`src/rtl/led_bar_frame_serializer_assert.svh`:
```
// Assertion macros used by the LED bar frame serializer back end.
`ifndef LED_BAR_FRAME_SERIALIZER_ASSERT_SVH
`define LED_BAR_FRAME_SERIALIZER_ASSERT_SVH

// Same-cycle implication, sampled on clk, off while in reset.
`define LBFS_ASSERT_IMPL(label, ante, cons) \
	label: assert property (@(posedge clk) disable iff (!arst_n) (ante) |-> (cons)) \
		else $error("lbfs assertion failed");

// Next-cycle implication, sampled on clk, off while in reset.
`define LBFS_ASSERT_NEXT(label, ante, cons) \
	label: assert property (@(posedge clk) disable iff (!arst_n) (ante) |=> (cons)) \
		else $error("lbfs assertion failed");

`endif

```
`src/rtl/lbfs_pkg.sv`:
```
// Shared types and codes for the LED bar frame serializer.
package lbfs_pkg;

	// Request codes on the input stream
	localparam logic [1:0] REQ_TICK  = 2'd0;
	localparam logic [1:0] REQ_MASK  = 2'd1;
	localparam logic [1:0] REQ_RANGE = 2'd2;

	// Configuration register indexes
	localparam logic [1:0] CFG_COMMAND = 2'd0;
	localparam logic [1:0] CFG_ON      = 2'd1;
	localparam logic [1:0] CFG_OFF     = 2'd2;
	localparam logic [1:0] CFG_WAIT    = 2'd3;

	// Chip index width, covers the largest supported chain
	localparam int CHIP_W = 2;

	// Classified request kind
	typedef enum logic {
		KIND_TICK  = 1'b0,
		KIND_START = 1'b1
	} req_kind_t;

	// Control part of a queued request
	typedef struct packed {
		req_kind_t          kind;
		logic [CHIP_W-1:0]  last_chip;
	} req_ctl_t;

	// Sequencer phase
	typedef enum logic [3:0] {
		PH_IDLE  = 4'b0001,
		PH_SEND  = 4'b0010,
		PH_WAIT  = 4'b0100,
		PH_LATCH = 4'b1000
	} phase_t;

endpackage

```
`src/rtl/lbfs_front.sv`:
```
// Front end: accepts requests, classifies them and builds the lamp mask.
module lbfs_front import lbfs_pkg::*; #(
	parameter int CHANNELS  = 12,
	parameter int MAX_CHIPS = 2
) (
	input  logic                          s_tvalid,
	output logic                          s_tready,
	input  logic [31:0]                   s_tdata,   // chip_count, first_value, second_value
	input  logic [1:0]                    s_tuser,   // req_type
	input  logic                          q_full,
	output logic                          q_push,
	output req_ctl_t                      q_ctl,
	output logic [CHANNELS*MAX_CHIPS-1:0] q_mask
);

	logic [1:0]  chip_count;
	logic [11:0] first_value;
	logic [11:0] second_value;
	logic        is_start;
	logic [1:0]  n_chips;

	assign chip_count   = s_tdata[1:0];
	assign first_value  = s_tdata[13:2];
	assign second_value = s_tdata[25:14];

	assign s_tready = !q_full;
	assign q_push   = s_tvalid && !q_full;

	// Classify; code 3 behaves as a tick
	assign is_start = (s_tuser == REQ_MASK) || (s_tuser == REQ_RANGE);

	// Clamp chip count to 1..MAX_CHIPS
	always_comb begin
		n_chips = chip_count;
		if (chip_count == 2'd0)
			n_chips = 2'd1;
		if (32'(n_chips) > MAX_CHIPS)
			n_chips = 2'(MAX_CHIPS);
	end

	assign q_ctl.kind      = is_start ? KIND_START : KIND_TICK;
	assign q_ctl.last_chip = CHIP_W'(n_chips - 2'd1);

	// Per-chip channel mask: bit per channel, from mask or from lit count
	always_comb begin
		logic [15:0] v;
		q_mask = '0;
		for (int c = 0; c < MAX_CHIPS; c++) begin
			if (c == 0)
				v = {4'b0, first_value};
			else if (c == 1)
				v = {4'b0, second_value};
			else
				v = '0;
			for (int i = 0; i < CHANNELS; i++) begin
				if (c < 32'(n_chips)) begin
					if (s_tuser == REQ_MASK)
						q_mask[c*CHANNELS+i] = v[i];
					else
						q_mask[c*CHANNELS+i] = (32'(v) > i);
				end
			end
		end
	end

endmodule

```
`src/rtl/lbfs_fifo.sv`:
```
// Two-entry queue between the front end and the sequencer.
module lbfs_fifo #(
	parameter int WIDTH = 26
) (
	input  logic             clk,
	input  logic             arst_n,
	input  logic             push,
	input  logic [WIDTH-1:0] push_data,
	output logic             full,
	input  logic             pop,
	output logic             pop_valid,
	output logic [WIDTH-1:0] pop_data
);

	logic [WIDTH-1:0] mem_q [2];
	logic             wr_ptr_q;
	logic             rd_ptr_q;
	logic [1:0]       count_q;

	assign full      = (count_q == 2'd2);
	assign pop_valid = (count_q != 2'd0);
	assign pop_data  = mem_q[rd_ptr_q];

	// Storage
	always_ff @(posedge clk) begin
		if (push)
			mem_q[wr_ptr_q] <= push_data;
	end

	// Pointers and fill level
	always_ff @(posedge clk or negedge arst_n) begin
		if (!arst_n) begin
			wr_ptr_q <= 1'b0;
			rd_ptr_q <= 1'b0;
			count_q  <= 2'd0;
		end else begin
			if (push)
				wr_ptr_q <= ~wr_ptr_q;
			if (pop)
				rd_ptr_q <= ~rd_ptr_q;
			count_q <= count_q + 2'(push) - 2'(pop);
		end
	end

endmodule

```
`src/rtl/lbfs_back.sv`:
```
// Back end: config registers, bit sequencer and output register.
`include "led_bar_frame_serializer_assert.svh"

module lbfs_back import lbfs_pkg::*; #(
	parameter int CHANNELS      = 12,
	parameter int MAX_CHIPS     = 2,
	parameter int WORD_BITS     = 16,
	parameter int LATCH_TOGGLES = 8
) (
	input  logic                          clk,
	input  logic                          arst_n,
	input  logic                          cfg_valid,
	input  logic [1:0]                    cfg_index,
	input  logic [15:0]                   cfg_data,
	input  logic                          q_valid,
	input  req_ctl_t                      q_ctl,
	input  logic [CHANNELS*MAX_CHIPS-1:0] q_mask,
	output logic                          q_pop,
	output logic                          m_tvalid,
	input  logic                          m_tready,
	output logic [7:0]                    m_tdata    // data_pin, clock_pin, busy_res, rejected
);

	localparam int MW  = CHANNELS * MAX_CHIPS;
	localparam int BCW = $clog2(WORD_BITS);
	localparam int PW  = $clog2(CHANNELS + 1);
	localparam int TW  = $clog2(LATCH_TOGGLES);

	logic [15:0]          cmd_q, on_q, off_q, wait_cfg_q;
	phase_t               phase_q, phase_n;
	logic [WORD_BITS-1:0] shift_q, shift_n;
	logic [BCW-1:0]       bit_q, bit_n;
	logic [PW-1:0]        pos_q, pos_n;
	logic [CHIP_W-1:0]    chip_q, chip_n, last_q, last_n;
	logic [MW-1:0]        lamp_q, lamp_n;
	logic [15:0]          wait_q, wait_n;
	logic [TW-1:0]        tog_q, tog_n;
	logic                 data_lvl_q, data_lvl_n;
	logic                 clk_lvl_q, clk_lvl_n;
	logic                 rej_q, rej_n;
	logic                 out_valid_q;

	// Configuration writes
	always_ff @(posedge clk or negedge arst_n) begin
		if (!arst_n) begin
			cmd_q      <= 16'd0;
			on_q       <= 16'd255;
			off_q      <= 16'd0;
			wait_cfg_q <= 16'd10;
		end else if (cfg_valid) begin
			unique case (cfg_index)
				CFG_COMMAND: cmd_q      <= cfg_data;
				CFG_ON:      on_q       <= cfg_data;
				CFG_OFF:     off_q      <= cfg_data;
				CFG_WAIT:    wait_cfg_q <= cfg_data;
				default:     ;
			endcase
		end
	end

	// One queued request per cycle whenever the output slot can move
	assign q_pop = q_valid && (!out_valid_q || m_tready);

	// Sequencer step
	always_comb begin
		phase_n    = phase_q;
		shift_n    = shift_q;
		bit_n      = bit_q;
		pos_n      = pos_q;
		chip_n     = chip_q;
		last_n     = last_q;
		lamp_n     = lamp_q;
		wait_n     = wait_q;
		tog_n      = tog_q;
		data_lvl_n = data_lvl_q;
		clk_lvl_n  = clk_lvl_q;
		rej_n      = 1'b0;
		if (q_ctl.kind == KIND_START) begin
			if (phase_q != PH_IDLE) begin
				rej_n = 1'b1;
			end else begin
				lamp_n  = q_mask;
				last_n  = q_ctl.last_chip;
				chip_n  = '0;
				pos_n   = '0;
				bit_n   = '0;
				shift_n = cmd_q[WORD_BITS-1:0];
				phase_n = PH_SEND;
			end
		end else begin
			unique case (phase_q)
				PH_SEND: begin
					data_lvl_n = shift_q[WORD_BITS-1];
					clk_lvl_n  = ~clk_lvl_q;
					shift_n    = {shift_q[WORD_BITS-2:0], 1'b0};
					bit_n      = bit_q + 1'b1;
					if (bit_q == BCW'(WORD_BITS - 1)) begin
						bit_n = '0;
						if (pos_q == PW'(CHANNELS) && chip_q == last_q) begin
							phase_n = PH_WAIT;
							wait_n  = wait_cfg_q;
						end else if (pos_q == PW'(CHANNELS)) begin
							// next chip: command word first
							pos_n   = '0;
							chip_n  = chip_q + 1'b1;
							shift_n = cmd_q[WORD_BITS-1:0];
						end else begin
							pos_n   = pos_q + 1'b1;
							shift_n = lamp_q[0] ? on_q[WORD_BITS-1:0] : off_q[WORD_BITS-1:0];
							lamp_n  = lamp_q >> 1;
						end
					end
				end
				PH_WAIT: begin
					data_lvl_n = 1'b0;
					if (wait_q == 16'd0) begin
						phase_n = PH_LATCH;
						tog_n   = '0;
					end else begin
						wait_n = wait_q - 16'd1;
					end
				end
				PH_LATCH: begin
					data_lvl_n = ~data_lvl_q;
					tog_n      = tog_q + 1'b1;
					if (tog_q == TW'(LATCH_TOGGLES - 1)) begin
						tog_n   = '0;
						phase_n = PH_IDLE;
					end
				end
				default: ;
			endcase
		end
	end

	// State registers, advanced once per popped request
	always_ff @(posedge clk or negedge arst_n) begin
		if (!arst_n) begin
			phase_q    <= PH_IDLE;
			shift_q    <= '0;
			bit_q      <= '0;
			pos_q      <= '0;
			chip_q     <= '0;
			last_q     <= '0;
			lamp_q     <= '0;
			wait_q     <= '0;
			tog_q      <= '0;
			data_lvl_q <= 1'b0;
			clk_lvl_q  <= 1'b0;
			rej_q      <= 1'b0;
		end else if (q_pop) begin
			phase_q    <= phase_n;
			shift_q    <= shift_n;
			bit_q      <= bit_n;
			pos_q      <= pos_n;
			chip_q     <= chip_n;
			last_q     <= last_n;
			lamp_q     <= lamp_n;
			wait_q     <= wait_n;
			tog_q      <= tog_n;
			data_lvl_q <= data_lvl_n;
			clk_lvl_q  <= clk_lvl_n;
			rej_q      <= rej_n;
		end
	end

	// Output slot; pin state is only updated together with it
	always_ff @(posedge clk or negedge arst_n) begin
		if (!arst_n)
			out_valid_q <= 1'b0;
		else if (q_pop)
			out_valid_q <= 1'b1;
		else if (m_tready)
			out_valid_q <= 1'b0;
	end

	assign m_tvalid = out_valid_q;
	assign m_tdata  = {4'b0, rej_q, (phase_q != PH_IDLE), clk_lvl_q, data_lvl_q};

	// Checks
	`LBFS_ASSERT_NEXT(a_rej_when_busy, q_pop && q_ctl.kind == KIND_START && phase_q != PH_IDLE, rej_q)
	`LBFS_ASSERT_NEXT(a_clk_only_in_send, q_pop && phase_q != PH_SEND, $stable(clk_lvl_q))
	`LBFS_ASSERT_IMPL(a_idle_counters_clear, phase_q == PH_IDLE, bit_q == '0 && tog_q == '0)
	`LBFS_ASSERT_NEXT(a_hold_while_stalled, !q_pop, $stable(data_lvl_q) && $stable(phase_q))

endmodule

```
`src/rtl/led_bar_frame_serializer.sv`:
```
// An accepted request is stored in the queue and popped into the sequencer state registers when
// the output slot can move; m_tdata shows the result. Throughput: one request per cycle while the
// output is not stalled; the sequencer advances one pin step per request.
// A two-entry queue sits between the request front end and the sequencer.
// Reset (arst_n low, asynchronous): sequencer idle, pins low, queue and output empty,
// config registers return to command 0, on 255, off 0, latch wait 10.
module led_bar_frame_serializer import lbfs_pkg::*; #(
	parameter int CHANNELS      = 12,
	parameter int MAX_CHIPS     = 2,
	parameter int WORD_BITS     = 16,
	parameter int LATCH_TOGGLES = 8
) (
	input  logic        clk,
	input  logic        arst_n,
	input  logic        s_tvalid,
	output logic        s_tready,
	input  logic [31:0] s_tdata,   // chip_count[1:0], first_value[13:2], second_value[25:14]
	input  logic [1:0]  s_tuser,   // req_type
	output logic        m_tvalid,
	input  logic        m_tready,
	output logic [7:0]  m_tdata,   // data_pin[0], clock_pin[1], busy_res[2], rejected[3]
	input  logic        cfg_valid,
	output logic        cfg_ready,
	input  logic [1:0]  cfg_index,
	input  logic [15:0] cfg_data
);

	localparam int MW = CHANNELS * MAX_CHIPS;
	localparam int QW = $bits(req_ctl_t) + MW;

	logic          q_full, q_push, q_pop, q_valid;
	req_ctl_t      f_ctl, b_ctl;
	logic [MW-1:0] f_mask, b_mask;
	logic [QW-1:0] q_out;

	assign cfg_ready = 1'b1;

	lbfs_front #(
		.CHANNELS  (CHANNELS),
		.MAX_CHIPS (MAX_CHIPS)
	) u_front (
		.s_tvalid (s_tvalid),
		.s_tready (s_tready),
		.s_tdata  (s_tdata),
		.s_tuser  (s_tuser),
		.q_full   (q_full),
		.q_push   (q_push),
		.q_ctl    (f_ctl),
		.q_mask   (f_mask)
	);

	lbfs_fifo #(
		.WIDTH (QW)
	) u_fifo (
		.clk       (clk),
		.arst_n    (arst_n),
		.push      (q_push),
		.push_data ({f_ctl, f_mask}),
		.full      (q_full),
		.pop       (q_pop),
		.pop_valid (q_valid),
		.pop_data  (q_out)
	);

	assign b_ctl  = q_out[QW-1:MW];
	assign b_mask = q_out[MW-1:0];

	lbfs_back #(
		.CHANNELS      (CHANNELS),
		.MAX_CHIPS     (MAX_CHIPS),
		.WORD_BITS     (WORD_BITS),
		.LATCH_TOGGLES (LATCH_TOGGLES)
	) u_back (
		.clk       (clk),
		.arst_n    (arst_n),
		.cfg_valid (cfg_valid),
		.cfg_index (cfg_index),
		.cfg_data  (cfg_data),
		.q_valid   (q_valid),
		.q_ctl     (b_ctl),
		.q_mask    (b_mask),
		.q_pop     (q_pop),
		.m_tvalid  (m_tvalid),
		.m_tready  (m_tready),
		.m_tdata   (m_tdata)
	);

endmodule

```
`config.mk`:
```
export PLATFORM = sky130hd
export DESIGN_NAME = led_bar_frame_serializer
export DESIGN_NICKNAME = d
export VERILOG_FILES = /design/src/rtl/lbfs_pkg.sv /design/src/rtl/lbfs_front.sv /design/src/rtl/lbfs_fifo.sv /design/src/rtl/lbfs_back.sv /design/src/rtl/led_bar_frame_serializer.sv
export VERILOG_INCLUDE_DIRS = /design/src /design/src/rtl
export SDC_FILE = /design/constraint.sdc
export NUM_CORES = 1
export LEC_CHECK = 0
export BUFFER_PORTS_ARGS = -buffer_cell sky130_fd_sc_hd__buf_2
export CAP_MARGIN = 15
export CORE_MARGIN = 3
export CORE_UTILIZATION = 30
export CTS_BUF_LIST = sky130_fd_sc_hd__clkbuf_2 sky130_fd_sc_hd__clkbuf_4 sky130_fd_sc_hd__clkbuf_8
export DETAILED_ROUTE_END_ITERATION = 16
export GPL_TIMING_DRIVEN = 0
export PLACE_DENSITY = 0.58
export SLEW_MARGIN = 30
export SYNTH_ARGS = -nofsm -noshare
export SYNTH_HDL_FRONTEND = slang
export SYNTH_SLANG_ARGS = --single-unit
```
`constraint.sdc`:
```
create_clock -name clk -period 2.23 [get_ports clk]
set_input_delay 0.1115 -clock clk [delete_from_list [all_inputs] [get_ports clk]]
set_output_delay 0.1115 -clock clk [all_outputs]
set_load 0.03 [all_outputs]
```
==> results of run 1 <==
placed cells by master, fill, tap and decap left out, types with 34 or more instances in the layout:
cell type      netlist  layout
nor2_1              48      47
o22ai_1             34      34
edfxtp_1            54      54
clkbuf_8             0      41
mux2_2              82      82
dlygate4sd3_1        0      36
a21oi_1             60      59
buf_2               10      62
o21ai_0             59      58
nand2_1             65      63
dfrtp_1            136     135
flip-flops by register name (all words and copies together) (netlist names), 16 cells and up:
name               cells
u_fifo.mem_q          54
u_back.lamp_q         24
u_back.cmd_q          16
u_back.off_q          16
u_back.on_q           16
u_back.shift_q        16
u_back.wait_cfg_q     16
u_back.wait_q         16
area by class of cell:
class | count | area, um^2 | share of cell area
well taps | 396 | 495 | 0.0427
clock buffers | 54 | 662 | 0.0570
multi-input cells | 560 | 3970 | 0.342
flip-flops and latches | 201 | 5320 | 0.458
plain buffers | 51 | 279 | 0.0240
inverters | 17 | 63.8 | 0.00550
repair buffers | 101 | 761 | 0.0655
clock inverters | 8 | 67.6 | 0.00582
through the flow:
step	total power, mW	std cells
floorplan	8.18	832
global placement	9.13	1283
detailed placement	9.25	1285
CTS	12.9	1386
global route	13.7	1388
finish	12.9	1388
per-layer routing:
| layer | part of all wire | up-vias | global-route usage |
|---|---|---|---|
| met4 | 0.016 | 0 | 0.0311 |
| met3 | 0.043 | 31 | 0.0257 |
| met1 | 0.48 | 3338 | 0.182 |
| li1 | - | 3324 | - |
| met5 | 0 | - | 0 |
| met2 | 0.46 | 140 | 0.214 |
power by group:
part	switching, mW	internal [mW]
Combinational	2.11	1.74
Clock	1.49	2.01
Sequential	0.646	4.87
Total	4.24	8.62
repair_timing:
item,in CTS,in global routing
endpoints found under the setup margin,39,67
setup buffers,3,5
hold buffers,36,0
endpoints found under the hold margin,162,0
pin swaps,2,5
resized for setup,13,25
cell families after synthesis:
kind of cell	after synthesis	synth area share
AOI/OAI and AO/OA	229	0.148
other	2	0.000791
xor gates and xnor gates	8	0.00738
and+or+nand+nor	195	0.108
buffers and inverters	71	0.0345
adders and majority gates	9	0.0119
muxes	112	0.130
DFF	201	0.560
worst paths after layout:
path | to | slack (ns)
setup / recovery | u_back.phase_q[3] | 0.08
hold / removal | u_fifo.mem_q[0][2] | 0.06
setup reg to reg | u_back.phase_q[3] | 0.08
hold reg to reg | u_back.lamp_q[23] | 0.47
max in group asynchronous | u_back.on_q[3] | 1.28
min in group asynchronous | u_back.wait_q[8] | 0.13
==> run summary, run 1 <==
SYNTHESIS
-------------------------------------------------------------------------------------------
Sequential fraction of the synthesis area                                             0.560
Netlist area before placement                                                  0.00949 mm^2
Number of unique standard cell types used by synthesis                                   69
Library cell with the largest summed area after synthesis                           dfrtp_1
Average footprint of a synthesized cell                                           11.5 um^2
Number of synthesized flops with an enable pin                                           54
FFs w/ async S/R, synth                                                               0.731
#FFs+latches synth                                                                      201
Most instantiated cells after synthesis                                        dfrtp_1, mux2_2, nand2_1, a21oi_1, o21ai_0
Top flip-flop cell by instance count after synthesis                                dfrtp_1
Count of yosys warnings during synthesis                                                  0
Count of mapped cells out of synthesis                                                  827
Area share of the leading cell type in the synthesized netlist                        0.358
Top post-synthesis cells by area                                               dfrtp_1, edfxtp_1, mux2_2, a21oi_1, o21ai_0
Library cell with the highest instance count after synthesis                        dfrtp_1

FLOORPLANNING
-------------------------------------------------------------------------------------------
Die outline area                                                                0.0338 mm^2
Number of primary I/O pins                                                               68
Area of the core region                                                         0.0309 mm^2
Die Width                                                                            184 um
Number of placement rows                                                                 64
Effective utilization at floorplan                                                    0.307
Die Y-Extent                                                                         184 um

DRT
-------------------------------------------------------------------------------------------
Average via count per standard cell                                                    4.92
Number of design-rule violations left by the first detailed-router iteration            384
DRC violation count after routing                                                         0
Via count                                                                              6833
Post-detailed-route wirelength per cell                                             16.0 um
Router iterations before antenna repair                                                   4
Final antenna-violating net count                                                         0
Total Wirelength                                                                    22.2 mm

STA
-------------------------------------------------------------------------------------------
Hold slack                                                                        0.0578 ns
Ratio of final minimum period to clock period                                         0.966
Max-slew headroom                                                                     0.520
Period minus WS final                                                               2.15 ns
Crit path setup slack, layout                                                     0.0762 ns
Maximum achievable frequency                                                      0.464 GHz
Setup repair after global routing missed its margin                                     yes
Setup-failing EPs final                                                                   0
Sum of negative setup slack                                                            0 ns
Largest clock skew in the final design                                            0.0225 ns
Worst Tran Pin Value                                                               0.717 ns
Count of final max-slew check failures                                                    0
Number of hold violations in the final report                                             0

SETUP PATH
-------------------------------------------------------------------------------------------
Launch point of the worst reg-to-reg path                                      u_back.phase_q[0]
Largest stage delay on the critical path                                            0.51 ns
Arrival time of the worst setup path                                                2.56 ns
Critical path buffer and inverter count                                                   1
Critical path's slowest cell                                                        dfstp_2
Critical path origin                                                           u_back.phase_q[0]
Top Family by Delay on Critical Path                                           simple AND/OR/NAND/NOR gates
Type of element launching the critical path                                            flop
Crit path cell chain                                                           buf_2 > or4b_4 > nand2_1 > o311ai_1 > a31oi_2 > mux2_2
Crit path max fanout                                                                      9
Stages on the worst setup path                                                            6
Setup CP Type                                                                  flop to flop
Type of element capturing the critical path                                            flop
Required time worst endpoint                                                        2.63 ns
Logic depth of the worst register-to-register path                                        6

FINISH
-------------------------------------------------------------------------------------------
Fraction of final layout cells with drive strength greater than 1                     0.286
Finished Core Util                                                                    0.376
Net count reported at finish                                                           1033
Diode count                                                                               0
Final Cell Area                                                                 0.0116 mm^2
Area delta synth->final                                                               22.3%
Fillers                                                                                3037

GLOBAL ROUTING
-------------------------------------------------------------------------------------------
Number of antenna violations at the first check in global routing                         0
Overflow left after global routing                                                        0
Maximum number of pins on one net before global-route repair                             85
Wire length of the first global-routing pass                                        36.3 mm
Vias in the first global route                                                         6909
Global-route usage over all layers                                                    0.132

CLOCKING
-------------------------------------------------------------------------------------------
Maximum buffer depth of the clock tree                                                    3
Clock tree from TritonCTS                                                               yes
Clock latency reported for the late side of the worst-skew pair                     0.52 ns
Number of sinks handled by clock tree synthesis                                         201
Root buffer cell                                                                   clkbuf_8
Clock slew at the register clock pins of the worst setup and hold paths             0.06 ns
CTS buffer count                                                                         35
H-tree depth                                                                              2

PLACED DESIGN
-------------------------------------------------------------------------------------------
Buffers on Ports                                                                         55
Pre-CTS setup slack                                                               -0.229 ns
RePlAce Congestion                                                                    0.824
Total half-perimeter wirelength after legalization and detailed placement           14.9 mm
Post-place instance area                                                        0.0104 mm^2

HOLD PATH
-------------------------------------------------------------------------------------------
Cells on Worst Hold Path                                                                  2
Startpoint of the tightest hold check path                                       s_tdata[4]
Hold/Removal Path Class                                                        primary input to flop

OUTCOME
-------------------------------------------------------------------------------------------
Status                                                                            completed

PWR
-------------------------------------------------------------------------------------------
Power density over the cells                                                   1110 mW/mm^2
Leakage power total                                                                 4.75 nW
Maximum ir drop on the vdd rail                                                      447 uV

RUN
-------------------------------------------------------------------------------------------
# Max-Cap Violations                                                                      0

Power figures use the tool's default switching activity.
==> inputs of run 2 (changes only) <==
--- a/config.mk
+++ b/config.mk
@@ -6,11 +6,13 @@
 export SDC_FILE = /design/constraint.sdc
 export NUM_CORES = 1
 export LEC_CHECK = 0
+export ABC_AREA = 1
 export BUFFER_PORTS_ARGS = -buffer_cell sky130_fd_sc_hd__buf_2
-export CAP_MARGIN = 15
+export CAP_MARGIN = 40
 export CORE_MARGIN = 3
 export CORE_UTILIZATION = 30
 export CTS_BUF_LIST = sky130_fd_sc_hd__clkbuf_2 sky130_fd_sc_hd__clkbuf_4 sky130_fd_sc_hd__clkbuf_8
+export CTS_CLUSTER_SIZE = 10
 export DETAILED_ROUTE_END_ITERATION = 16
 export GPL_TIMING_DRIVEN = 0
 export PLACE_DENSITY = 0.58
==> run summary, run 2 <==
OUTCOME
-------------------------------------------------------------------------------------------
Status                                                                            completed

PLACED DESIGN
-------------------------------------------------------------------------------------------
Buffers on Ports                                                                         55   unchanged
RePlAce Congestion                                                                    0.872   +5.8%
Total half-perimeter wirelength after legalization and detailed placement           17.6 mm   +18%

SYNTHESIS
-------------------------------------------------------------------------------------------
Number of unique standard cell types used by synthesis                                   36   -48%
Top post-synthesis cells by area                                               dfrtp_1, edfxtp_1, nand2_1, o21ai_0, inv_1
Area share of the leading cell type in the synthesized netlist                        0.338   -0.0204
Count of mapped cells out of synthesis                                                 1259   +52%
Number of synthesized flops with an enable pin                                           54   unchanged
Count of yosys warnings during synthesis                                                  0   unchanged
Average footprint of a synthesized cell                                           8.00 um^2   -30%
Library cell with the largest summed area after synthesis                           dfrtp_1
Most instantiated cells after synthesis                                        nand2_1, o21ai_0, dfrtp_1, inv_1, nor2_1
Netlist area before placement                                                   0.0101 mm^2   +6.0%
FFs w/ async S/R, synth                                                               0.731   unchanged
Sequential fraction of the synthesis area                                             0.528   -0.0318
Library cell with the highest instance count after synthesis                        nand2_1
#FFs+latches synth                                                                      201   unchanged
Top flip-flop cell by instance count after synthesis                                dfrtp_1

GLOBAL ROUTING
-------------------------------------------------------------------------------------------
Global-route usage over all layers                                                    0.138   +0.00697
Global-route met3 utilization                                                        0.0244   -0.00128
Maximum number of pins on one net before global-route repair                             83   -2.4%
Met2 usage in global routing                                                          0.227   +0.0131
Wire length of the first global-routing pass                                        41.0 mm   +13%
Overflow left after global routing                                                        0   unchanged
Number of antenna violations at the first check in global routing                         0   unchanged
GRT busiest layer                                                                      met2
Vias in the first global route                                                         8301   +20%
Met1 Usage GRT                                                                        0.189   +0.00678

HOLD PATH
-------------------------------------------------------------------------------------------
Worst min-delay path endpoint                                                  u_fifo.mem_q[0][15]
Startpoint of the tightest hold check path                                      s_tdata[17]
Cells on Worst Hold Path                                                                  3   +1
Hold/Removal Path Class                                                        primary input to flop

FINISH
-------------------------------------------------------------------------------------------
Largest registers ranked by flip-flop count                                    u_fifo.mem_q x54, u_back.lamp_q x24
Area delta synth->final                                                               20.9%
Fraction of final layout cells with drive strength greater than 1                     0.139   -0.147
Most common cell after layout, fill and taps aside                                  nand2_1
Diode count                                                                               0   unchanged
Net count reported at finish                                                           1466   +42%
Largest reg by FF count                                                        u_fifo.mem_q
Flip-flop count of the largest register, all copies and words added                      54   unchanged
Most frequent cells in the layout                                              nand2_1, o21ai_0, dfrtp_1
Fillers                                                                                3439   +13%

SETUP PATH
-------------------------------------------------------------------------------------------
Arrival time of the worst setup path                                                2.44 ns   -0.12 ns
Logic depth of the worst register-to-register path                                       10   +4
Type of element launching the critical path                                            flop
Top Family by Delay on Critical Path                                           simple AND/OR/NAND/NOR gates
Critical path buffer and inverter count                                                   3   +2
Register-to-register setup slack                                                    0.19 ns   +0.11 ns
Critical path origin                                                           u_back.pos_q[0]
Largest stage delay on the critical path                                            0.41 ns   -0.10 ns
Required time worst endpoint                                                        2.63 ns   about the same
Crit path max fanout                                                                     10   +1
Setup CP Type                                                                  flop to flop
Crit path cell chain                                                           inv_1 > ha_1 > inv_1 > nor2_4 > nand3_2 > nand2_4 > buf_2 > nand2_1 > nand3_1 > a21oi_1
Critical path's slowest cell                                                        dfrtp_1
Worst path most repeated cell                                                         inv_1
Launch point of the worst reg-to-reg path                                      u_back.pos_q[0]
RR Endpoint                                                                    u_back.shift_q[7]
Type of element capturing the critical path                                            flop

FLOORPLANNING
-------------------------------------------------------------------------------------------
Effective utilization at floorplan                                                    0.307   about the same
Die Width                                                                            189 um   +2.9%
Die Y-Extent                                                                         189 um   +2.9%
Number of placement rows                                                                 66   +3.1%
Number of primary I/O pins                                                               68   unchanged
Area of the core region                                                         0.0328 mm^2   +6.1%
Die outline area                                                                0.0358 mm^2   +5.8%

DRT
-------------------------------------------------------------------------------------------
Via count                                                                              8557   +25%
Post-detailed-route wirelength per cell                                             13.1 um   -18%
Router iterations before antenna repair                                                   5   +1
Final antenna-violating net count                                                         0   unchanged
Average via count per standard cell                                                    4.58   -7.0%
Total Wirelength                                                                    24.5 mm   +10%
Number of design-rule violations left by the first detailed-router iteration            490   +28%
DRC violation count after routing                                                         0   unchanged

RUN
-------------------------------------------------------------------------------------------
# Max-Cap Violations                                                                      0   unchanged

STA
-------------------------------------------------------------------------------------------
Largest clock skew in the final design                                            0.0113 ns   -0.0113 ns
Setup repair after global routing missed its margin                                      no
Period minus WS final                                                               2.04 ns   -0.113 ns
Maximum achievable frequency                                                      0.490 GHz   +5.6%
Sum of negative setup slack                                                            0 ns   unchanged
Number of hold violations in the final report                                             0   unchanged
Worst Tran Pin Value                                                               0.557 ns   -0.161 ns
Max-slew headroom                                                                     0.629   +0.108
Setup-failing EPs final                                                                   0   unchanged
Ratio of final minimum period to clock period                                         0.915   -0.0509
Count of final max-slew check failures                                                    0   unchanged

PWR
-------------------------------------------------------------------------------------------
Logic pwr share                                                                       0.365   +0.066
Part of the total power dissipated in sequential elements                             0.389   -0.040
Clock group share of total power                                                      0.246   -0.026
Switching power of the nets                                                         5.44 mW   +28%
Power density over the cells                                                   1160 mW/mm^2   +4.5%
Total internal power                                                                8.65 mW   +0.41%
Power consumption                                                                   14.1 mW   +9.6%
Leakage power total                                                                 5.80 nW   +22%
Maximum ir drop on the vdd rail                                                      361 uV   -19%
Fraction of power spent switching nets                                                0.386   +0.0561

CLOCKING
-------------------------------------------------------------------------------------------
Number of sinks handled by clock tree synthesis                                         201   unchanged
Root buffer cell                                                                   clkbuf_8
CTS buffer count                                                                         35   unchanged
Clock latency reported for the late side of the worst-skew pair                     0.52 ns   about the same
Clock slew at the register clock pins of the worst setup and hold paths             0.06 ns   about the same
Maximum buffer depth of the clock tree                                                    3   unchanged
H-tree depth                                                                              2   unchanged
Clock tree from TritonCTS                                                               yes

## run 2: cell count changes after synthesis, sizes merged, moves of 33 or more
cell,before,now
inv,16,115
mux2,84,0
nand2,65,424
nand3,14,67
nor2,49,120
o21ai,62,171
o22ai,34,1
## run 2: layout make-up
cell class | count | area [um^2] | area share
clock inverter | 6 | 35.0 | 0.00288
inverter | 117 | 439 | 0.0361
clock buffer | 58 | 692 | 0.0569
buffer | 59 | 309 | 0.0254
timing repair buffer | 99 | 771 | 0.0633
sequential | 201 | 5310 | 0.437
tap | 442 | 553 | 0.0454
multi-input combinational | 887 | 4060 | 0.333
## run 2: worst max path at each step
stage	slack, ns	end	depth (start not counted)
global route	0.003	u_back.shift_q[15]	10
detailed placement	0.17	u_back.wait_q[10]	11
floorplan	0.25	u_fifo.mem_q[1][0]	3
global placement	-1.20	u_back.lamp_q[10]	1
CTS	0.16	u_back.shift_q[7]	10
finish	0.19	u_back.shift_q[7]	10
## run 2: power by group through the flow
stage	clock (mW)	sequential (mW)	combinational (mW)
6_report	3.47	5.48	5.14
5_1_grt	3.78	5.62	5.95
4_1_cts	3.58	5.48	5.19
3_5_place_dp	0	5.53	5.13
3_3_place_gp	0	5.52	4.94
2_1_floorplan	0	5.39	3.77
## run 2: worst register-to-register path, stage by stage (launching register included)
cell     delay [ns]
dfrtp_1        0.41
inv_1          0.10
ha_1           0.20
inv_1          0.08
nor2_4         0.25
nand3_2        0.23
nand2_4        0.17
buf_2          0.24
nand2_1        0.11
nand3_1        0.08
a21oi_1        0.07
## run 2: per-stage QoR
step / cells / area, um^2 / hold WS [ns] / setup WS, ns / util
after floorplan: 1264 / 10100 / -0.184 / 0.253 / -
after global placement: 1761 / 10900 / 0.321 / -1.20 / 0.333
after detailed placement: 1764 / 11000 / 0.104 / 0.168 / 0.336
after CTS: 1866 / 12100 / 0.00226 / 0.161 / 0.370
after global routing: 1869 / 12200 / 0.0349 / 0.00326 / 0.371
final: 1869 / 12200 / 0.0354 / 0.190 / 0.371
## run 2: metal layers
metal,part of all wire,routed length (um),vias up
met5,0,0,-
met2,0.46,11400,174
met1,0.47,11600,4025
li1,-,-,4321
met4,0.020,493,0
met3,0.041,998,37
## run 2: what timing repair did
action / CTS / global route
hold endpoints to repair: 167 / 0
setup endpoints to repair: 0 / 24
setup buffers: 0 / 3
hold buffers: 38 / 0
resized for setup: 0 / 4
## run 2: logic make-up (layout without fill, tap and decap cells)
group	Yosys count	after routing	share of synthesized area
AOI/OAI and AO/OA	228	228	0.118
xor gates and xnor gates	10	10	0.00870
adders and majority gates	9	9	0.0112
buffers and inverters	176	339	0.0743
DFF	201	201	0.528
muxes	2	2	0.00199
other	2	7	0.000746
and+or+nand+nor	631	631	0.257
